==> config.mk <==
export PLATFORM = sky130hd
export DESIGN_NAME = byte_string_escaper_flat
export DESIGN_NICKNAME = d
export VERILOG_FILES = /design/src/hdl/bse_pkg.sv /design/src/hdl/bse_in_if.sv /design/src/hdl/bse_out_if.sv /design/src/hdl/bse_front.sv /design/src/hdl/bse_queue.sv /design/src/hdl/bse_back.sv /design/src/hdl/byte_string_escaper.sv /design/src/flat_wrapper.sv
export SDC_FILE = /design/constraint.sdc
export NUM_CORES = 1
export LEC_CHECK = 0
export BUFFER_PORTS_ARGS = -buffer_cell sky130_fd_sc_hd__buf_4
export CAP_MARGIN = 0
export CORE_UTILIZATION = 50
export DETAILED_ROUTE_END_ITERATION = 7
export GPL_ROUTABILITY_DRIVEN = 1
export PLACE_DENSITY = 0.77
export SLEW_MARGIN = 30
export SYNTH_ARGS = -nofsm -noshare
export SYNTH_HDL_FRONTEND = slang
export SYNTH_HIERARCHICAL = 1
export SYNTH_SLANG_ARGS = --single-unit
==> constraint.sdc <==
create_clock -name clk -period 6.05 [get_ports clk]
set_input_delay 0.605 -clock clk [delete_from_list [all_inputs] [get_ports clk]]
set_output_delay 0.605 -clock clk [all_outputs]
set_load 0.1 [all_outputs]
==> src/hdl/bse_pkg.sv <==
// ----------------------------------------------------------------------------
// bse_pkg
// shared types, character constants and helpers for the byte string escaper
// ----------------------------------------------------------------------------
package bse_pkg;

  localparam int BYTE_W = 8;
  localparam int IDX_W  = 3;

  // escape scheme held in the mode register
  typedef enum logic [1:0] {
    MODE_JSON = 2'd0,
    MODE_C    = 2'd1,
    MODE_TSV  = 2'd2,
    MODE_MD   = 2'd3
  } mode_t;

  // shape of the output run for one input byte
  typedef enum logic [1:0] {
    KIND_PASS = 2'd0,   // byte itself
    KIND_PAIR = 2'd1,   // backslash + one character
    KIND_UHEX = 2'd2,   // backslash u 0 0 hex hex (lower case)
    KIND_XHEX = 2'd3    // backslash x hex hex (upper case)
  } esc_kind_t;

  // queue entry between classifier and sequencer
  typedef struct packed {
    logic [BYTE_W-1:0] raw;
    logic [BYTE_W-1:0] code;
    esc_kind_t         kind;
  } esc_entry_t;

  // queue head as seen by the sequencer
  typedef struct packed {
    logic       valid;
    esc_entry_t entry;
  } q_head_t;

  // sequencer status
  typedef struct packed {
    logic mid_run;
  } back_stat_t;

  localparam logic [1:0] ADDR_MODE = 2'd0;

  localparam logic [BYTE_W-1:0] CH_BSLASH = 8'h5C;
  localparam logic [BYTE_W-1:0] CH_QUOTE  = 8'h22;
  localparam logic [BYTE_W-1:0] CH_PIPE   = 8'h7C;
  localparam logic [BYTE_W-1:0] CH_LF     = 8'h0A;
  localparam logic [BYTE_W-1:0] CH_CR     = 8'h0D;
  localparam logic [BYTE_W-1:0] CH_TAB    = 8'h09;
  localparam logic [BYTE_W-1:0] CH_LC_N   = 8'h6E;
  localparam logic [BYTE_W-1:0] CH_LC_R   = 8'h72;
  localparam logic [BYTE_W-1:0] CH_LC_T   = 8'h74;
  localparam logic [BYTE_W-1:0] CH_LC_U   = 8'h75;
  localparam logic [BYTE_W-1:0] CH_LC_X   = 8'h78;
  localparam logic [BYTE_W-1:0] CH_ZERO   = 8'h30;
  localparam logic [BYTE_W-1:0] CH_UC_A   = 8'h41;
  localparam logic [BYTE_W-1:0] CH_LC_A   = 8'h61;
  localparam logic [BYTE_W-1:0] CTRL_LIMIT = 8'h20;
  localparam logic [BYTE_W-1:0] CH_DEL    = 8'h7F;

  localparam logic [IDX_W-1:0] LAST_PASS = 3'd0;
  localparam logic [IDX_W-1:0] LAST_PAIR = 3'd1;
  localparam logic [IDX_W-1:0] LAST_UHEX = 3'd5;
  localparam logic [IDX_W-1:0] LAST_XHEX = 3'd3;

  // name letter for newline, cr, tab; zero when the byte has none
  function automatic logic [BYTE_W-1:0] named_ctrl(input logic [BYTE_W-1:0] b);
    logic [BYTE_W-1:0] r;
    r = '0;
    if (b == CH_LF)  r = CH_LC_N;
    if (b == CH_CR)  r = CH_LC_R;
    if (b == CH_TAB) r = CH_LC_T;
    return r;
  endfunction

  // ascii hex digit for one nibble
  function automatic logic [BYTE_W-1:0] hex_digit(input logic [3:0] nib, input logic upper);
    logic [BYTE_W-1:0] r;
    if (nib < 4'd10) begin
      r = CH_ZERO + {4'b0, nib};
    end else if (upper) begin
      r = CH_UC_A + {4'b0, nib} - 8'd10;
    end else begin
      r = CH_LC_A + {4'b0, nib} - 8'd10;
    end
    return r;
  endfunction

  function automatic logic [IDX_W-1:0] last_idx(input esc_kind_t k);
    logic [IDX_W-1:0] r;
    unique case (k)
      KIND_PASS: r = LAST_PASS;
      KIND_PAIR: r = LAST_PAIR;
      KIND_UHEX: r = LAST_UHEX;
      KIND_XHEX: r = LAST_XHEX;
      default:   r = LAST_PASS;
    endcase
    return r;
  endfunction

endpackage

==> src/hdl/bse_in_if.sv <==
// ----------------------------------------------------------------------------
// bse_in_if
// raw byte channel into the escaper
// ----------------------------------------------------------------------------
interface bse_in_if
  import bse_pkg::*;
();
  logic              valid;
  logic              ready;
  logic [BYTE_W-1:0] in_byte;

  modport source (output valid, output in_byte, input ready);
  modport sink   (input valid, input in_byte, output ready);
endinterface

==> src/hdl/bse_out_if.sv <==
// ----------------------------------------------------------------------------
// bse_out_if
// escaped byte channel out of the escaper
// ----------------------------------------------------------------------------
interface bse_out_if
  import bse_pkg::*;
();
  logic              valid;
  logic              ready;
  logic [BYTE_W-1:0] out_byte;
  logic              last;

  modport source (output valid, output out_byte, output last, input ready);
  modport sink   (input valid, input out_byte, input last, output ready);
endinterface

==> src/hdl/bse_front.sv <==
// ----------------------------------------------------------------------------
// bse_front
// accepts raw bytes and classifies each into an escape run descriptor
// ----------------------------------------------------------------------------
module bse_front
  import bse_pkg::*;
(
  bse_in_if.sink     in_ch,
  input  mode_t      mode,
  input  logic       q_full,
  output logic       push,
  output esc_entry_t push_entry
);

  logic [BYTE_W-1:0] b;
  logic [BYTE_W-1:0] name;

  assign b    = in_ch.in_byte;
  assign name = named_ctrl(b);

  assign in_ch.ready = !q_full;
  assign push        = in_ch.valid && !q_full;

  always_comb begin
    push_entry.raw  = b;
    push_entry.code = b;
    push_entry.kind = KIND_PASS;
    unique case (mode)
      MODE_JSON: begin
        if (b == CH_QUOTE || b == CH_BSLASH) begin
          push_entry.kind = KIND_PAIR;
        end else if (name != '0) begin
          push_entry.kind = KIND_PAIR;
          push_entry.code = name;
        end else if (b < CTRL_LIMIT) begin
          push_entry.kind = KIND_UHEX;
          push_entry.code = CH_LC_U;
        end
      end
      MODE_C: begin
        if (b == CH_BSLASH) begin
          push_entry.kind = KIND_PAIR;
        end else if (name != '0) begin
          push_entry.kind = KIND_PAIR;
          push_entry.code = name;
        end else if (b < CTRL_LIMIT || b == CH_DEL) begin
          push_entry.kind = KIND_XHEX;
          push_entry.code = CH_LC_X;
        end
      end
      MODE_TSV: begin
        if (b == CH_BSLASH) begin
          push_entry.kind = KIND_PAIR;
        end else if (name != '0) begin
          push_entry.kind = KIND_PAIR;
          push_entry.code = name;
        end
      end
      MODE_MD: begin
        if (b == CH_BSLASH || b == CH_PIPE) begin
          push_entry.kind = KIND_PAIR;
        end
      end
      default: begin
        push_entry.kind = KIND_PASS;
      end
    endcase
  end

endmodule

==> src/hdl/bse_queue.sv <==
// ----------------------------------------------------------------------------
// bse_queue
// short descriptor queue between classifier and sequencer
// ----------------------------------------------------------------------------
module bse_queue
  import bse_pkg::*;
#(
  parameter int DEPTH = 4
) (
  input  logic       clk,
  input  logic       rst,
  input  logic       push,
  input  esc_entry_t push_entry,
  input  logic       pop,
  output logic       full,
  output q_head_t    head
);

  localparam int PTR_W = (DEPTH > 1) ? $clog2(DEPTH) : 1;
  localparam int CNT_W = $clog2(DEPTH + 1);
  localparam logic [PTR_W-1:0] PTR_LAST = PTR_W'(DEPTH - 1);
  localparam logic [CNT_W-1:0] CNT_FULL = CNT_W'(DEPTH);

  esc_entry_t        slots [DEPTH];
  logic [PTR_W-1:0]  wr_ptr;
  logic [PTR_W-1:0]  rd_ptr;
  logic [CNT_W-1:0]  count;
  logic [CNT_W-1:0]  count_next;

  assign full       = (count == CNT_FULL);
  assign head.valid = (count != '0);
  assign head.entry = slots[rd_ptr];

  always_comb begin
    count_next = count;
    if (push && !pop) count_next = count + 1'b1;
    if (pop && !push) count_next = count - 1'b1;
  end

  always_ff @(posedge clk) begin
    if (rst) begin
      wr_ptr <= '0;
      rd_ptr <= '0;
      count  <= '0;
    end else begin
      count <= count_next;
      if (push) wr_ptr <= (wr_ptr == PTR_LAST) ? '0 : wr_ptr + 1'b1;
      if (pop)  rd_ptr <= (rd_ptr == PTR_LAST) ? '0 : rd_ptr + 1'b1;
    end
  end

  always_ff @(posedge clk) begin
    if (push) slots[wr_ptr] <= push_entry;
  end

endmodule

==> src/hdl/bse_back.sv <==
// ----------------------------------------------------------------------------
// bse_back
// expands queued descriptors into escaped bytes, one per cycle while out_ch.ready is high
// ----------------------------------------------------------------------------
module bse_back
  import bse_pkg::*;
(
  input  logic       clk,
  input  logic       rst,
  input  q_head_t    head,
  output logic       pop,
  output back_stat_t stat,
  bse_out_if.source  out_ch
);

  logic [IDX_W-1:0]  idx;
  logic [IDX_W-1:0]  idx_next;
  logic [BYTE_W-1:0] sel_byte;
  logic              is_last;
  logic              load;
  logic              out_valid;
  logic [BYTE_W-1:0] out_byte;
  logic              out_last;
  esc_entry_t        e;

  assign e        = head.entry;
  assign is_last  = (idx == last_idx(e.kind));
  assign load     = head.valid && (!out_valid || out_ch.ready);
  assign pop      = load && is_last;
  assign idx_next = is_last ? '0 : idx + 1'b1;

  assign stat.mid_run = (idx != '0);

  assign out_ch.valid    = out_valid;
  assign out_ch.out_byte = out_byte;
  assign out_ch.last     = out_last;

  always_comb begin
    sel_byte = CH_BSLASH;
    unique case (idx)
      3'd0: sel_byte = (e.kind == KIND_PASS) ? e.raw : CH_BSLASH;
      3'd1: sel_byte = e.code;
      3'd2: sel_byte = (e.kind == KIND_XHEX) ? hex_digit(e.raw[7:4], 1'b1) : CH_ZERO;
      3'd3: sel_byte = (e.kind == KIND_XHEX) ? hex_digit(e.raw[3:0], 1'b1) : CH_ZERO;
      3'd4: sel_byte = hex_digit(e.raw[7:4], 1'b0);
      3'd5: sel_byte = hex_digit(e.raw[3:0], 1'b0);
      default: sel_byte = CH_BSLASH;
    endcase
  end

  always_ff @(posedge clk) begin
    if (rst) begin
      out_valid <= 1'b0;
      idx       <= '0;
    end else if (load) begin
      out_valid <= 1'b1;
      idx       <= idx_next;
    end else if (out_ch.ready) begin
      out_valid <= 1'b0;
    end
  end

  always_ff @(posedge clk) begin
    if (load) begin
      out_byte <= sel_byte;
      out_last <= is_last;
    end
  end

endmodule

==> src/hdl/byte_string_escaper.sv <==
// ----------------------------------------------------------------------------
// byte_string_escaper
// per-byte string escaper for json, c, tsv and markdown text
// ----------------------------------------------------------------------------
// usage:
//   in_ch carries one raw byte per transaction (valid/ready). out_ch carries
//   the escaped run, one byte per transaction, with last set on the final
//   byte of each run. a run is 1, 2, 4 or 6 bytes long.
//   the mode register (apb, byte address 0) picks the scheme: 0 json, 1 c,
//   2 tsv, 3 markdown. write it only while no run is in flight.
// throughput:
//   an accepted byte enters the descriptor queue; its first output byte
//   is registered once it heads the queue and the output register is
//   free. the output side moves one byte per cycle while descriptors are
//   queued and out_ch.ready is high. the descriptor queue (QUEUE_DEPTH
//   entries) keeps input flowing at one byte per cycle while it has room.
// reset:
//   rst clears the queue, the output register and sets the mode to json.
// stalls:
//   when out_ch.ready is low the output byte holds; the queue fills and
//   in_ch.ready drops once it is full.
// ----------------------------------------------------------------------------
module byte_string_escaper
  import bse_pkg::*;
#(
  parameter int QUEUE_DEPTH = 4
) (
  input  logic        clk,
  input  logic        rst,
  bse_in_if.sink      in_ch,
  bse_out_if.source   out_ch,
  input  logic        psel,
  input  logic        penable,
  input  logic        pwrite,
  input  logic [1:0]  paddr,
  input  logic [31:0] pwdata,
  output logic [31:0] prdata,
  output logic        pready
);

  mode_t      mode;
  logic       q_full;
  logic       push;
  esc_entry_t push_entry;
  logic       pop;
  q_head_t    head;
  back_stat_t back_stat;

  // config port: single mode register, pready always high
  assign pready = 1'b1;
  assign prdata = (paddr == ADDR_MODE) ? {30'b0, mode} : 32'b0;

  always_ff @(posedge clk) begin
    if (rst) begin
      mode <= MODE_JSON;
    end else if (psel && penable && pwrite && pready && paddr == ADDR_MODE) begin
      mode <= mode_t'(pwdata[1:0]);
    end
  end

  // front: classify each accepted byte into a run descriptor
  bse_front u_front (
    .in_ch      (in_ch),
    .mode       (mode),
    .q_full     (q_full),
    .push       (push),
    .push_entry (push_entry)
  );

  // descriptor queue decouples input acceptance from run expansion
  bse_queue #(
    .DEPTH (QUEUE_DEPTH)
  ) u_queue (
    .clk        (clk),
    .rst        (rst),
    .push       (push),
    .push_entry (push_entry),
    .pop        (pop),
    .full       (q_full),
    .head       (head)
  );

  // back: walk each descriptor one output byte at a time
  bse_back u_back (
    .clk    (clk),
    .rst    (rst),
    .head   (head),
    .pop    (pop),
    .stat   (back_stat),
    .out_ch (out_ch)
  );

  // the output register is empty right after reset
  a_reset_empty: assert property (@(posedge clk) rst |=> !out_ch.valid)
    else $error("output valid after reset");

  // a run in progress keeps its descriptor at the queue head
  a_run_has_head: assert property (@(posedge clk) disable iff (rst)
    back_stat.mid_run |-> head.valid)
    else $error("run in progress without queued descriptor");

  // mid-run, the byte waiting at the output is never a run end
  a_run_not_last: assert property (@(posedge clk) disable iff (rst)
    back_stat.mid_run |-> !(out_ch.valid && out_ch.last))
    else $error("last flag shown in the middle of a run");

endmodule

==> src/flat_wrapper.sv <==
// flat-port wrapper written by rule: the top's interface ports become plain ports
module byte_string_escaper_flat import bse_pkg::*;
#(
  parameter int QUEUE_DEPTH = 4
)
  (clk, rst, psel, penable, pwrite, paddr, pwdata, prdata, pready, in_ch_valid, in_ch_in_byte, in_ch_ready, out_ch_valid, out_ch_out_byte, out_ch_last, out_ch_ready);
  bse_in_if in_ch_i ();
  bse_out_if out_ch_i ();
  input  logic clk;
  input  logic rst;
  input  logic psel;
  input  logic penable;
  input  logic pwrite;
  input  logic [1:0] paddr;
  input  logic [31:0] pwdata;
  output logic [31:0] prdata;
  output logic pready;
  input wire logic [$bits(in_ch_i.valid)-1:0] in_ch_valid;
  input wire logic [$bits(in_ch_i.in_byte)-1:0] in_ch_in_byte;
  output wire logic [$bits(in_ch_i.ready)-1:0] in_ch_ready;
  output wire logic [$bits(out_ch_i.valid)-1:0] out_ch_valid;
  output wire logic [$bits(out_ch_i.out_byte)-1:0] out_ch_out_byte;
  output wire logic [$bits(out_ch_i.last)-1:0] out_ch_last;
  input wire logic [$bits(out_ch_i.ready)-1:0] out_ch_ready;
  assign in_ch_i.valid = in_ch_valid;
  assign in_ch_i.in_byte = in_ch_in_byte;
  assign in_ch_ready = in_ch_i.ready;
  assign out_ch_valid = out_ch_i.valid;
  assign out_ch_out_byte = out_ch_i.out_byte;
  assign out_ch_last = out_ch_i.last;
  assign out_ch_i.ready = out_ch_ready;
  byte_string_escaper #(.QUEUE_DEPTH(QUEUE_DEPTH)) u_core (.clk(clk), .rst(rst), .in_ch(in_ch_i), .out_ch(out_ch_i), .psel(psel), .penable(penable), .pwrite(pwrite), .paddr(paddr), .pwdata(pwdata), .prdata(prdata), .pready(pready));
endmodule
# == Word-level counts from Yosys, hierarchy flattened ==
# Memory sizes are Yosys's and may differ from the RTL's. A register that Yosys moved wholly into a read port is not among the register bits.
# Cells that the tools add are included.
# op_classes
n_mux,38
n_addsub,15
order_cmp,3
n_eq_ne,22
reduce_logical,24
# ops
op,count
8-bit two-way mux,12
10-bit two-way mux,5
8-bit one-hot mux with 6 select lines,1
"7-bit by 4-bit adder with 8-bit output, first input constant",4
"8-bit by 4-bit subtractor with 8-bit output, second input constant",4
"8-bit by 4-bit equality test with 1-bit output, second input constant",3
"8-bit by 7-bit equality test with 1-bit output, second input constant",3
8-bit one-hot mux with 3 select lines,1
2-bit two-way mux,8
"6-bit by 4-bit adder with 7-bit output, first input constant",2
"2-bit equality test, second input constant",6
3-bit one-hot mux with 4 select lines,1
"3-bit equality test, second input constant",3
3-bit two-way mux,3
"8-bit by 6-bit equality test with 1-bit output, second input constant",1
1-bit logical AND,8
"4-bit less-than comparator, second input constant",2
"8-bit by 6-bit less-than comparator with 1-bit output, second input constant",1
2-bit one-hot mux with 4 select lines,1
8-bit nonzero test,1
7-bit two-way mux,1
"3-bit by 1-bit adder with 3-bit output, second input constant",2
"3-bit by 2-bit equality test with 1-bit output, second input constant",2
2-bit logical NOT,3
11 further kinds,24
# word_totals
in_bits,49
elab_cells,111
ramBits,72
memories,1
out_inout_bits,44
reg_bits,22
# memory_table
memory,depth,width,rd,rd_ports_with_merged_regs,wr,line_no,rtl
u_core.u_queue.slots,4,18,1,1,1,bse_queue.sv:24,esc_entry_t slots [DEPTH];

# == Logic depth before layout (Yosys ltp) ==
# Gate-level depths: netlist of run 1.
# logic_depth
depth_word,8
mapped_depth,11
depth_no_buf,10

# == Hierarchy ==
# The synthesis of run 1 kept the hierarchy.
# by_module_without_submodules
module,cells_each,area_per_inst_um2,seq_area_each_um2,instances
bse_queue,142,3088.0,2342.2,1
bse_back,117,1016.0,350.3,1
bse_front,89,609.3,0.0,1
byte_string_escaper,45,357.8,40.0,1

# == Least setup slack after synthesis of run 1 ==
# No wires, ideal clock.
# synth_path
path_type,flip-flop to flip-flop
from,register (tool-made name)
to,register u_core.u_queue.count[2]
path_stages_with_launch,12
slack_ps,2938
t_arrival_ps,3042
setup_time_ps,70
n_path_buf,1
required_time_ps,5980
period_less_slack_ps,3112
path_cell_list,dfxtp_1 buf_6 mux4_1 nor2_1 nand4_1 a31oi_4 ha_1 inv_1 fa_1 xor2_1 or3_1 a21oi_1
# synth_rtl
item,line_no,rtl
to (signal assigned),bse_queue.sv:46,count <= count_next;
to (decl),bse_queue.sv:27,logic [CNT_W-1:0] count;

==> results by group, run 1 <==
Routing
  – DR iter-0 viols: 119
  – Count of vias placed by the detailed router: just over 3k
  – Post-detailed-route count of antenna-violating nets: 0
  – Residual DRC count: 0
  – Pre-antenna DRT Iters: 4
  – Mean number of vias per cell: 5.64
  – Routed WL: 9170 um
  – Average routed wire per standard cell: 16.6 um

Power
  – Reported leakage power: 1.89 nW
  – Total power divided by cell area: roughly 420 mW/mm2
  – Peak supply drop: 0.312 mV

Timing
  – Slew Viols, Final: 0
  – Final clock skew: 0.0125 ns
  – Worst-case headroom to the max-slew limit: 36.0%
  – Fin Hold WS: 0.507 ns
  – Time the final worst path needs with I/O delays and setup: ~3.9 ns
  – Share of the cycle needed by the critical path after routing: 65.1%
  – Slew @ Worst Pin: between 0.9 and 1 ns
  – Setup TNS: 0 ns
  – Final Hold Vio Count: 0
  – Final worst-path setup slack: 2.11 ns
  – Maximum clock rate: 0.254 GHz
  – Setup repair after global routing missed its margin: no
  – Total of endpoints with negative setup slack in the final report: 0

Floorplan
  – Standard cell core area: 0.00982 mm2
  – Top Ports: 93
  – Die Wd: 103 um
  – Number of core rows: 36
  – Initial Utilization: 51.6%
  – Die area: 0.0105 mm2
  – Height of the chip: 103 um

Placed design
  – Final weighted congestion of routability-driven global placement: 0.913
  – Detailed placer's ending HPWL: 6420 um
  – Number of input and output port buffers inserted: 31
  – Number of placed instances, taps included: 535
  – Post-Place Setup Slack: 2.15 ns

Clock network
  – Clock tree from TritonCTS: built
  – Hold Buf Count CTS: 0
  – Clock latency at the later pin of the worst-skew pair: between 0.3 and 0.4 ns
  – Maximum root-to-sink buffer count: 2
  – Clock sinks: 96
  – Number of buffers created by CTS: 9
  – Clock root buffer: clkbuf_8
  – Post-CTS Resized: 0
  – Number of buffers added for setup after CTS: 0
  – Clock-pin slew of the registers on the worst-case setup and hold paths: 0.10 ns
  – Number of H-tree levels: 3

Critical path
  – Flop2flop setup slack: 2.11 ns
  – Arrival time of the worst setup path: around 4.2 ns
  – Series of cell instances along the critical path: mux4_1 > nor2_1 > nand4_1 > a31oi_4 > ha_1 > inv_1 > fa_1 > xor2_1 > or3_1 > a21oi_1
  – Critical path capture point type: register
  – Critical Path Source Type: register
  – Slowest Stage Delay on Critical Path: 0.76 ns
  – Critical-path cell with the highest stage delay: mux4_1
  – Critical path class: reg -> reg
  – Critical Path Fanout Max: 10
  – Endpoint of the worst-slack reg-to-reg timing path: u_core/u_queue/count[2]
  – Required time reported for the critical path endpoint: 6.35 ns
  – Critical Path Sink: u_core/u_queue/count[2]
  – Reg2Reg Depth: 10

Global routing
  – Number of global-route vias before repair: between 2k and 3k
  – Largest net degree at the start of global routing: 19
  – Antenna violations before repair: 0
  – Combined global-route utilization of all metal layers: a little under a fifth
  – Overflow left after global routing: 0
  – Wire length of the first global-routing pass: ~15000 um

Worst hold path
  – Class of the most critical hold timing path: in -> reg
  – HP Start: in_ch_in_byte[3]

Finish
  – Multi-input logic area: 0.00197 mm2
  – Area taken by flip-flops and latches: 0.00273 mm2
  – Number of antenna cells inserted: 0
  – Number of inserted filler cells in the final layout: just under 800
  – Number of standard cells in the final layout excluding fillers: 551
  – Share of layout cells above drive strength 1: 17.9%
  – Final core utilization: 55.1%
  – # nets final: approximately 480
  – Synthesis-to-finish area growth: 6.81%

Synthesis
  – Area of the mapped netlist: between 0.005 and 0.006 mm2
  – Gate count of the mapped netlist: about 390
  – Total number of yosys warnings: 6
  – Syn Area/Cell: roughly 13 um2

Job
  – Max_cap viols: 0

Run status
  – Status: finished clean
==> how the worst min path moves through the flow <==
stage                                              to  slack, ns  cells after the start
after detailed placement      u_core/u_queue/count[1]       0.50                      2
final                     u_core/u_queue/slots[1][13]       0.51                      1
after global routing      u_core/u_queue/slots[2][13]       0.50                      1
after CTS                 u_core/u_queue/slots[1][15]       0.49                      1
after floorplan                        u_core/mode[0]       0.46                      2
after global placement        u_core/u_queue/count[2]       0.48                      2
==> power by group <==
group | internal, W | switching, W | total [W]
Combinational | 0.000275 | 0.000689 | 0.000964
Sequential | 0.000845 | 0.0000536 | 0.000898
Clock | 0.000200 | 0.000231 | 0.000431
==> routing by layer <==
layer	global-route usage [%]	vias up	share of wire [%]
met5	0	-	0
met4	8.02	0	1.9
met3	2.44	23	4.2
met2	31.8	130	50
met1	24.3	1489	44
li1	-	1466	-
==> final cells by class <==
| class | count | area share, % |
|---|---|---|
| Sequential cell | 96 | 50.5 |
| Multi-Input combinational cell | 250 | 36.4 |
| Clock buffer | 9 | 2.29 |
| Clock inverter | 7 | 1.62 |
| Timing Repair Buffer | 32 | 4.44 |
| Inverter | 24 | 1.66 |
| Tap cell | 133 | 3.07 |
==> cell usage in the layout, fill, tap and decap left out, types with 8 or more instances in the layout <==
cell type	n
nand2_1	17
a21oi_1	17
ha_1	13
mux4_1	8
mux4_2	10
o21ai_0	18
dfxtp_1	15
nand3_1	8
clkbuf_8	9
buf_4	32
nor2_1	14
inv_1	23
nor3_1	9
edfxtp_1	81
conb_1	31
nand2b_1	8
==> registers in the layout, summed over array words and instances (netlist names), named ones only <==
| signal | flops |
|---|---|
| u_core/mode | 2 |
| u_core/u_back/idx | 3 |
| u_core/u_back/out_ch.last | 1 |
| u_core/u_back/out_ch.out_byte | 8 |
| u_core/u_back/out_ch.valid | 1 |
| u_core/u_queue/count | 3 |
| u_core/u_queue/rd_ptr | 2 |
| u_core/u_queue/slots | 72 |
| u_core/u_queue/wr_ptr | 2 |
==> metrics by stage <==
| step | instance area, um2 | power [W] |
|---|---|---|
| 3_3_place_gp | 5200 | 0.00185 |
| 6_report | 5410 | 0.00229 |
| 2_1_floorplan | 5180 | 0.00172 |
| 3_5_place_dp | 5200 | 0.00188 |
| 4_1_cts | 5410 | 0.00230 |
| 5_1_grt | 5410 | 0.00241 |
==> critical path: cells and delay by family (launching register included) <==
family	cells	cell delay (ns)
buffers and inverters	1	0.07
adders and majority gates	2	0.61
DFF	1	0.72
AOI/OAI and AO/OA	2	0.44
and+or+nand+nor	3	1.09
muxes	1	0.76
xor gates and xnor gates	1	0.18
(Power assumes the default switching activity.)
==> run 2, diff against run 1 <==
==> constraint.sdc (replaced) <==
create_clock -name clk -period 3.9 [get_ports clk]
set_input_delay 0.39 -clock clk [delete_from_list [all_inputs] [get_ports clk]]
set_output_delay 0.39 -clock clk [all_outputs]
set_load 0.1 [all_outputs]
==> run 2 against run 1 <==
Effect of this change:
- register-to-register slack worse by 1.6 ns
- non-clock buffer count is 2 higher
- sequential share of layout area is 0.55 points lower
- hold slack worse by 0.22 ns
- design area is 1.1% higher
- setup slack worse by 1.6 ns
- final cell count is 0.36% higher
- critical path type unchanged
- largest cell class unchanged
==> results by group, run 2 (synthesis results as in run 1) <==
Critical path
  – Critical path class: reg -> reg
  – Critical Path Fanout Max: 7
  – Series of cell instances along the critical path: mux4_1 > nor2_1 > nand4_1 > a31oi_4 > ha_1 > inv_1 > fa_1 > xor2_1 > or3_1 > a21oi_1
  – Crit path max-delay family: simple AND/OR/NAND/NOR gates
  – Slowest Stage Delay on Critical Path: around 0.67 ns
  – Flop2flop setup slack: 0.48 ns
  – Number of buffers and inverters on the critical path: 1
  – Arrival time of the worst setup path: 3.72 ns
  – Critical path capture point type: register
  – Required time reported for the critical path endpoint: between 4 and 5 ns
  – Critical-path cell with the highest stage delay: mux4_1
  – Reg2Reg Depth: 10
  – Critical Path Source Type: register
  – Number of gates on the worst path with buffers counted: 10

Floorplan
  – Standard cell core area: around 0.01 mm2
  – Top Ports: 93
  – Height of the chip: 103 um
  – Die Wd: 103 um
  – Initial Utilization: 51.6%
  – Die area: 0.0105 mm2
  – Number of core rows: 36

Routing
  – Residual DRC count: 0
  – Mean number of vias per cell: between 5 and 6
  – DR iter-0 viols: about 220
  – Count of vias placed by the detailed router: 3155
  – Average routed wire per standard cell: 16.6 um
  – Routed WL: 9190 um
  – Pre-antenna DRT Iters: 5
  – Post-detailed-route count of antenna-violating nets: 0

Finish
  – Largest register FFs: between 70 and 80
  – Synthesis-to-finish area growth: 8.00%
  – Share of layout cells above drive strength 1: 18.6%
  – Most flops, register: u_core/u_queue/slots
  – Number of inserted filler cells in the final layout: 796
  – Number of standard cells in the final layout excluding fillers: 553
  – # nets final: 478
  – Final core utilization: 55.7%
  – Most frequent standard cell in the layout excluding fill and tap cells: edfxtp_1
  – Number of antenna cells inserted: 0
  – Largest regs: u_core/u_queue/slots x72, u_core/u_back/out_ch.out_byte x8
  – Most used cells in the layout excluding fill and tap cells: edfxtp_1 (81), buf_4 (33), conb_1 (31)

Placed design
  – Post-Place Setup Slack: 0.504 ns
  – Detailed placer's ending HPWL: 6280 um
  – Number of placed instances, taps included: 536
  – Number of input and output port buffers inserted: 31
  – Final weighted congestion of routability-driven global placement: 0.919

Global routing
  – Combined global-route utilization of all metal layers: 18.4%
  – Largest net degree at the start of global routing: 19
  – Fraction of met3 tracks used by global routing: 3.73%
  – Overflow left after global routing: 0
  – Layer with the highest usage: met2
  – Global-route met2 utilization: 29.7%
  – Antenna violations before repair: 0
  – Number of global-route vias before repair: 2861
  – Met1 capacity usage during global routing: about a quarter
  – Wire length of the first global-routing pass: 14400 um

Clock network
  – Number of H-tree levels: 3
  – Maximum root-to-sink buffer count: 2
  – Clock latency at the later pin of the worst-skew pair: 0.36 ns
  – Clock root buffer: clkbuf_8
  – Number of buffers added for setup after CTS: 0
  – Clock sinks: 96
  – Post-CTS Resized: 0
  – Number of buffers created by CTS: 9
  – Clock-pin slew of the registers on the worst-case setup and hold paths: 0.10 ns
  – Hold Buf Count CTS: 0
  – Clock tree from TritonCTS: built

Power
  – Peak supply drop: 0.368 mV
  – Total power divided by cell area: 671 mW/mm2
  – Reported leakage power: 1.92 nW

Timing
  – Setup TNS: 0 ns
  – Share of the cycle needed by the critical path after routing: just under 90%
  – Final Hold Vio Count: 0
  – Slew Viols, Final: 0
  – Time the final worst path needs with I/O delays and setup: between 3 and 4 ns
  – Setup repair after global routing missed its margin: no
  – Final worst-path setup slack: 0.478 ns
  – Worst-case headroom to the max-slew limit: 35.4%
  – Maximum clock rate: just under 0.3 GHz
  – Final clock skew: 0.0147 ns
  – Total of endpoints with negative setup slack in the final report: 0
  – Slew @ Worst Pin: 0.970 ns

Worst hold path
  – Class of the most critical hold timing path: in -> reg
  – Number of cells traversed by the worst hold path: 1

Run status
  – Status: finished clean

Job
  – Max_cap viols: 0
run 2: cell types whose count changed in the layout (fill, tap and decap cells not counted), sizes merged:
cell | previous run | this run
bufinv | 1 | 3
clkinv | 1 | 0
clkinvlp | 2 | 1
buf | 32 | 34
run 2: report_power, final:
group,total (W),internal (W),switching (W)
combinational,0.00151,0.000428,0.00109
clock,0.000783,0.000433,0.000350
sequential,0.00137,0.00131,0.0000636
total,0.00367,0.00217,0.00150
run 2: path summary, 6_finish.rpt:
kind | start | to
setup / recovery | register | u_core/u_queue/count[2]
hold / removal | in_ch_in_byte[3] | u_core/u_queue/slots[2][13]
setup reg to reg | register | u_core/u_queue/count[2]
hold reg to reg | u_core/u_queue/count[2] | u_core/u_queue/count[2]
run 2: cell type report:
class	instances	area, um2	area share (%)
repair buffers	34	263	4.80
multi-input cells	250	1970	36.1
flip-flops and latches	96	2730	49.9
clock buffers	9	124	2.26
well taps	133	166	3.04
inverters	24	90.1	1.65
clock inverters	7	124	2.26
run 2: layer usage:
layer	routed length (um)	share of wire, %
met5	0	0
met4	191	2.1
met3	438	4.8
met2	4450	48
met1	4100	45
run 2: stage by stage:
stage	power, W	hold slack, ns	instance area (um2)
3_5_place_dp	0.00291	0.485	5210
2_1_floorplan	0.00268	0.455	5180
4_1_cts	0.00369	0.268	5460
3_3_place_gp	0.00288	0.476	5210
5_1_grt	0.00385	0.278	5470
6_report	0.00367	0.284	5470
==> run 3, diff against run 2 <==
--- a/config.mk
+++ b/config.mk
@@ -11,6 +11,7 @@
 export DETAILED_ROUTE_END_ITERATION = 7
 export GPL_ROUTABILITY_DRIVEN = 1
 export PLACE_DENSITY = 0.77
+export RECOVER_POWER = 25
 export SLEW_MARGIN = 30
 export SYNTH_ARGS = -nofsm -noshare
 export SYNTH_HDL_FRONTEND = slang
==> run 3 against run 2 <==
Effect of this change:
- count of clock-buffer cells in the layout stayed put
- hold slack improved by 0.014 ns
- sequential share of layout area up 0.55 points
- utilization shrank 0.61 points
- sequential cell count unchanged
- die area stayed put
- via count is 0.54% higher
- wire length decreased by 0.44%
- setup slack improved by 0.0029 ns
- largest cell class unchanged
- highest routed layer unchanged
==> results by group, run 3 (synthesis results as in run 1) <==
Timing
  – Final Hold Vio Count: 0
  – Slew @ Worst Pin: 1.18 ns
  – Slew Viols, Final: 0
  – Setup TNS: 0 ns
  – Setup repair after global routing missed its margin: no
  – Time the final worst path needs with I/O delays and setup: 3.42 ns
  – Final clock skew: 0.0147 ns
  – Fin Hold WS: 0.298 ns
  – Worst-case headroom to the max-slew limit: a little over a fifth
  – Total of endpoints with negative setup slack in the final report: 0
  – Share of the cycle needed by the critical path after routing: 87.7%
  – Final worst-path setup slack: 0.481 ns
  – Maximum clock rate: around 0.3 GHz

Routing
  – Routed WL: 9150 um
  – Post-detailed-route count of antenna-violating nets: 0
  – Mean number of vias per cell: 5.74
  – Average routed wire per standard cell: 16.5 um
  – Pre-antenna DRT Iters: 4
  – DR iter-0 viols: 253
  – Residual DRC count: 0
  – Count of vias placed by the detailed router: 3172

Floorplan
  – Height of the chip: roughly 100 um
  – Die area: ~0.011 mm2
  – Standard cell core area: 0.00982 mm2
  – Die Wd: 103 um
  – Top Ports: 93
  – Initial Utilization: 51.6%
  – Number of core rows: 36

Placed design
  – Detailed placer's ending HPWL: ~6300 um
  – Post-Place Setup Slack: between 0.5 and 0.6 ns
  – Number of input and output port buffers inserted: 31
  – Final weighted congestion of routability-driven global placement: 0.919

Power
  – Power share of the combinational group: 40.6%
  – Switching power summed over all nets: between 0.001 and 0.0015 W
  – Peak supply drop: 0.349 mV
  – Sw Ratio: 41.3%
  – Internal power of the cells: 0.00213 W
  – Share of power burned in the clock network: 21.6%
  – Total Power: 0.00363 W
  – Total power divided by cell area: 671 mW/mm2
  – Seq pwr share: 37.8%
  – Reported leakage power: 1.86 nW

Global routing
  – Antenna violations before repair: 0
  – Combined global-route utilization of all metal layers: 18.4%
  – Wire length of the first global-routing pass: ~14000 um
  – Overflow left after global routing: 0
  – Number of global-route vias before repair: ~2.9k
  – Largest net degree at the start of global routing: 19

Clock network
  – Clock tree from TritonCTS: built
  – Number of buffers created by CTS: 9
  – Clock root buffer: clkbuf_8
  – Number of buffers added for setup after CTS: 0
  – Maximum root-to-sink buffer count: 2
  – Post-CTS Resized: 0
  – Clock sinks: 96
  – Clock latency at the later pin of the worst-skew pair: 0.36 ns
  – Number of H-tree levels: 3
  – Clock-pin slew of the registers on the worst-case setup and hold paths: 0.09 ns
  – Hold Buf Count CTS: 0

Finish
  – Largest regs: u_core/u_queue/slots x72, u_core/u_back/out_ch.out_byte x8
  – Most used cells in the layout excluding fill and tap cells: edfxtp_1 (81), conb_1 (31), inv_1 (23)
  – Share of layout cells above drive strength 1: between 10% and 20%
  – Number of antenna cells inserted: 0
  – Most frequent standard cell in the layout excluding fill and tap cells: edfxtp_1
  – Largest register FFs: 72
  – # nets final: 478
  – Synthesis-to-finish area growth: 6.81%
  – Most flops, register: u_core/u_queue/slots
  – Final core utilization: 55.1%

Critical path
  – Critical Path Fanout Max: 7
  – Arrival time of the worst setup path: 3.71 ns
  – Flop2flop setup slack: 0.48 ns
  – Critical Path Source Type: register
  – Endpoint of the worst-slack reg-to-reg timing path: u_core/u_queue/count[2]
  – Critical path capture point type: register
  – Critical path class: reg -> reg
  – Required time reported for the critical path endpoint: 4.20 ns
  – Reg2Reg Depth: 10

Worst hold path
  – Number of cells traversed by the worst hold path: 3
  – Hold endpoint: u_core/mode[1]
  – HP Start: pwdata[1]
  – Class of the most critical hold timing path: in -> reg

Job
  – Max_cap viols: 0

Run status
  – Status: finished clean
-- run 3: cell types whose count changed in the layout (fill, tap and decap cells not counted) --
cell	delta
buf_4	-16
clkbuf_1	+16
-- run 3: power by group through the flow --
stage | Sequential (W) | Clock (W) | Combinational (W)
3_3_place_gp | 0.00139 | 0 | 0.00149
5_1_grt | 0.00139 | 0.000839 | 0.00158
3_5_place_dp | 0.00140 | 0 | 0.00151
2_1_floorplan | 0.00178 | 0 | 0.000900
4_1_cts | 0.00138 | 0.000797 | 0.00151
6_report | 0.00137 | 0.000784 | 0.00147
-- run 3: how the worst max path moves through the flow --
stage	from	cells after the start	end	slack [ns]
after floorplan	register	11	u_core/u_queue/count[2]	0.79
after global placement	register	10	u_core/u_queue/count[2]	0.57
after detailed placement	register	10	u_core/u_queue/count[2]	0.50
after CTS	register	10	u_core/u_queue/count[2]	0.48
after global routing	register	10	u_core/u_queue/count[2]	0.29
final	register	10	u_core/u_queue/count[2]	0.48
-- run 3: per-stage QoR --
stage / cells / instance area (um2)
final: 553 / 5410
after global placement: 536 / 5210
after detailed placement: 536 / 5210
after global routing: 553 / 5410
after floorplan: 421 / 5180
after CTS: 552 / 5460
-- run 3: layer usage --
layer / GRT usage [%] / vias to the layer above / wire length [um]
met2: 29.7 / 138 / 4440
met5: 0 / - / 0
met1: 24.3 / 1545 / 3990
met4: 7.25 / 0 / 201
li1: - / 1471 / -
met3: 3.73 / 18 / 514
-- run 3: cell type report --
cell class	instances	area, um2
clock buffer	9	124
timing repair buffer	34	203
fill	813	4410
clock inverter	7	124
sequential	96	2730
multi-input combinational	250	1970
inverter	24	90.1
tap	133	166
-- run 3: critical path, cell delays in order (launching register included) --
cell and delay [ns]:
dfxtp_1 0.40, mux4_1 0.67, nor2_1 0.46, nand4_1 0.24, a31oi_4 0.30, ha_1 0.24, inv_1 0.06, fa_1 0.37
xor2_1 0.17, or3_1 0.31, a21oi_1 0.14
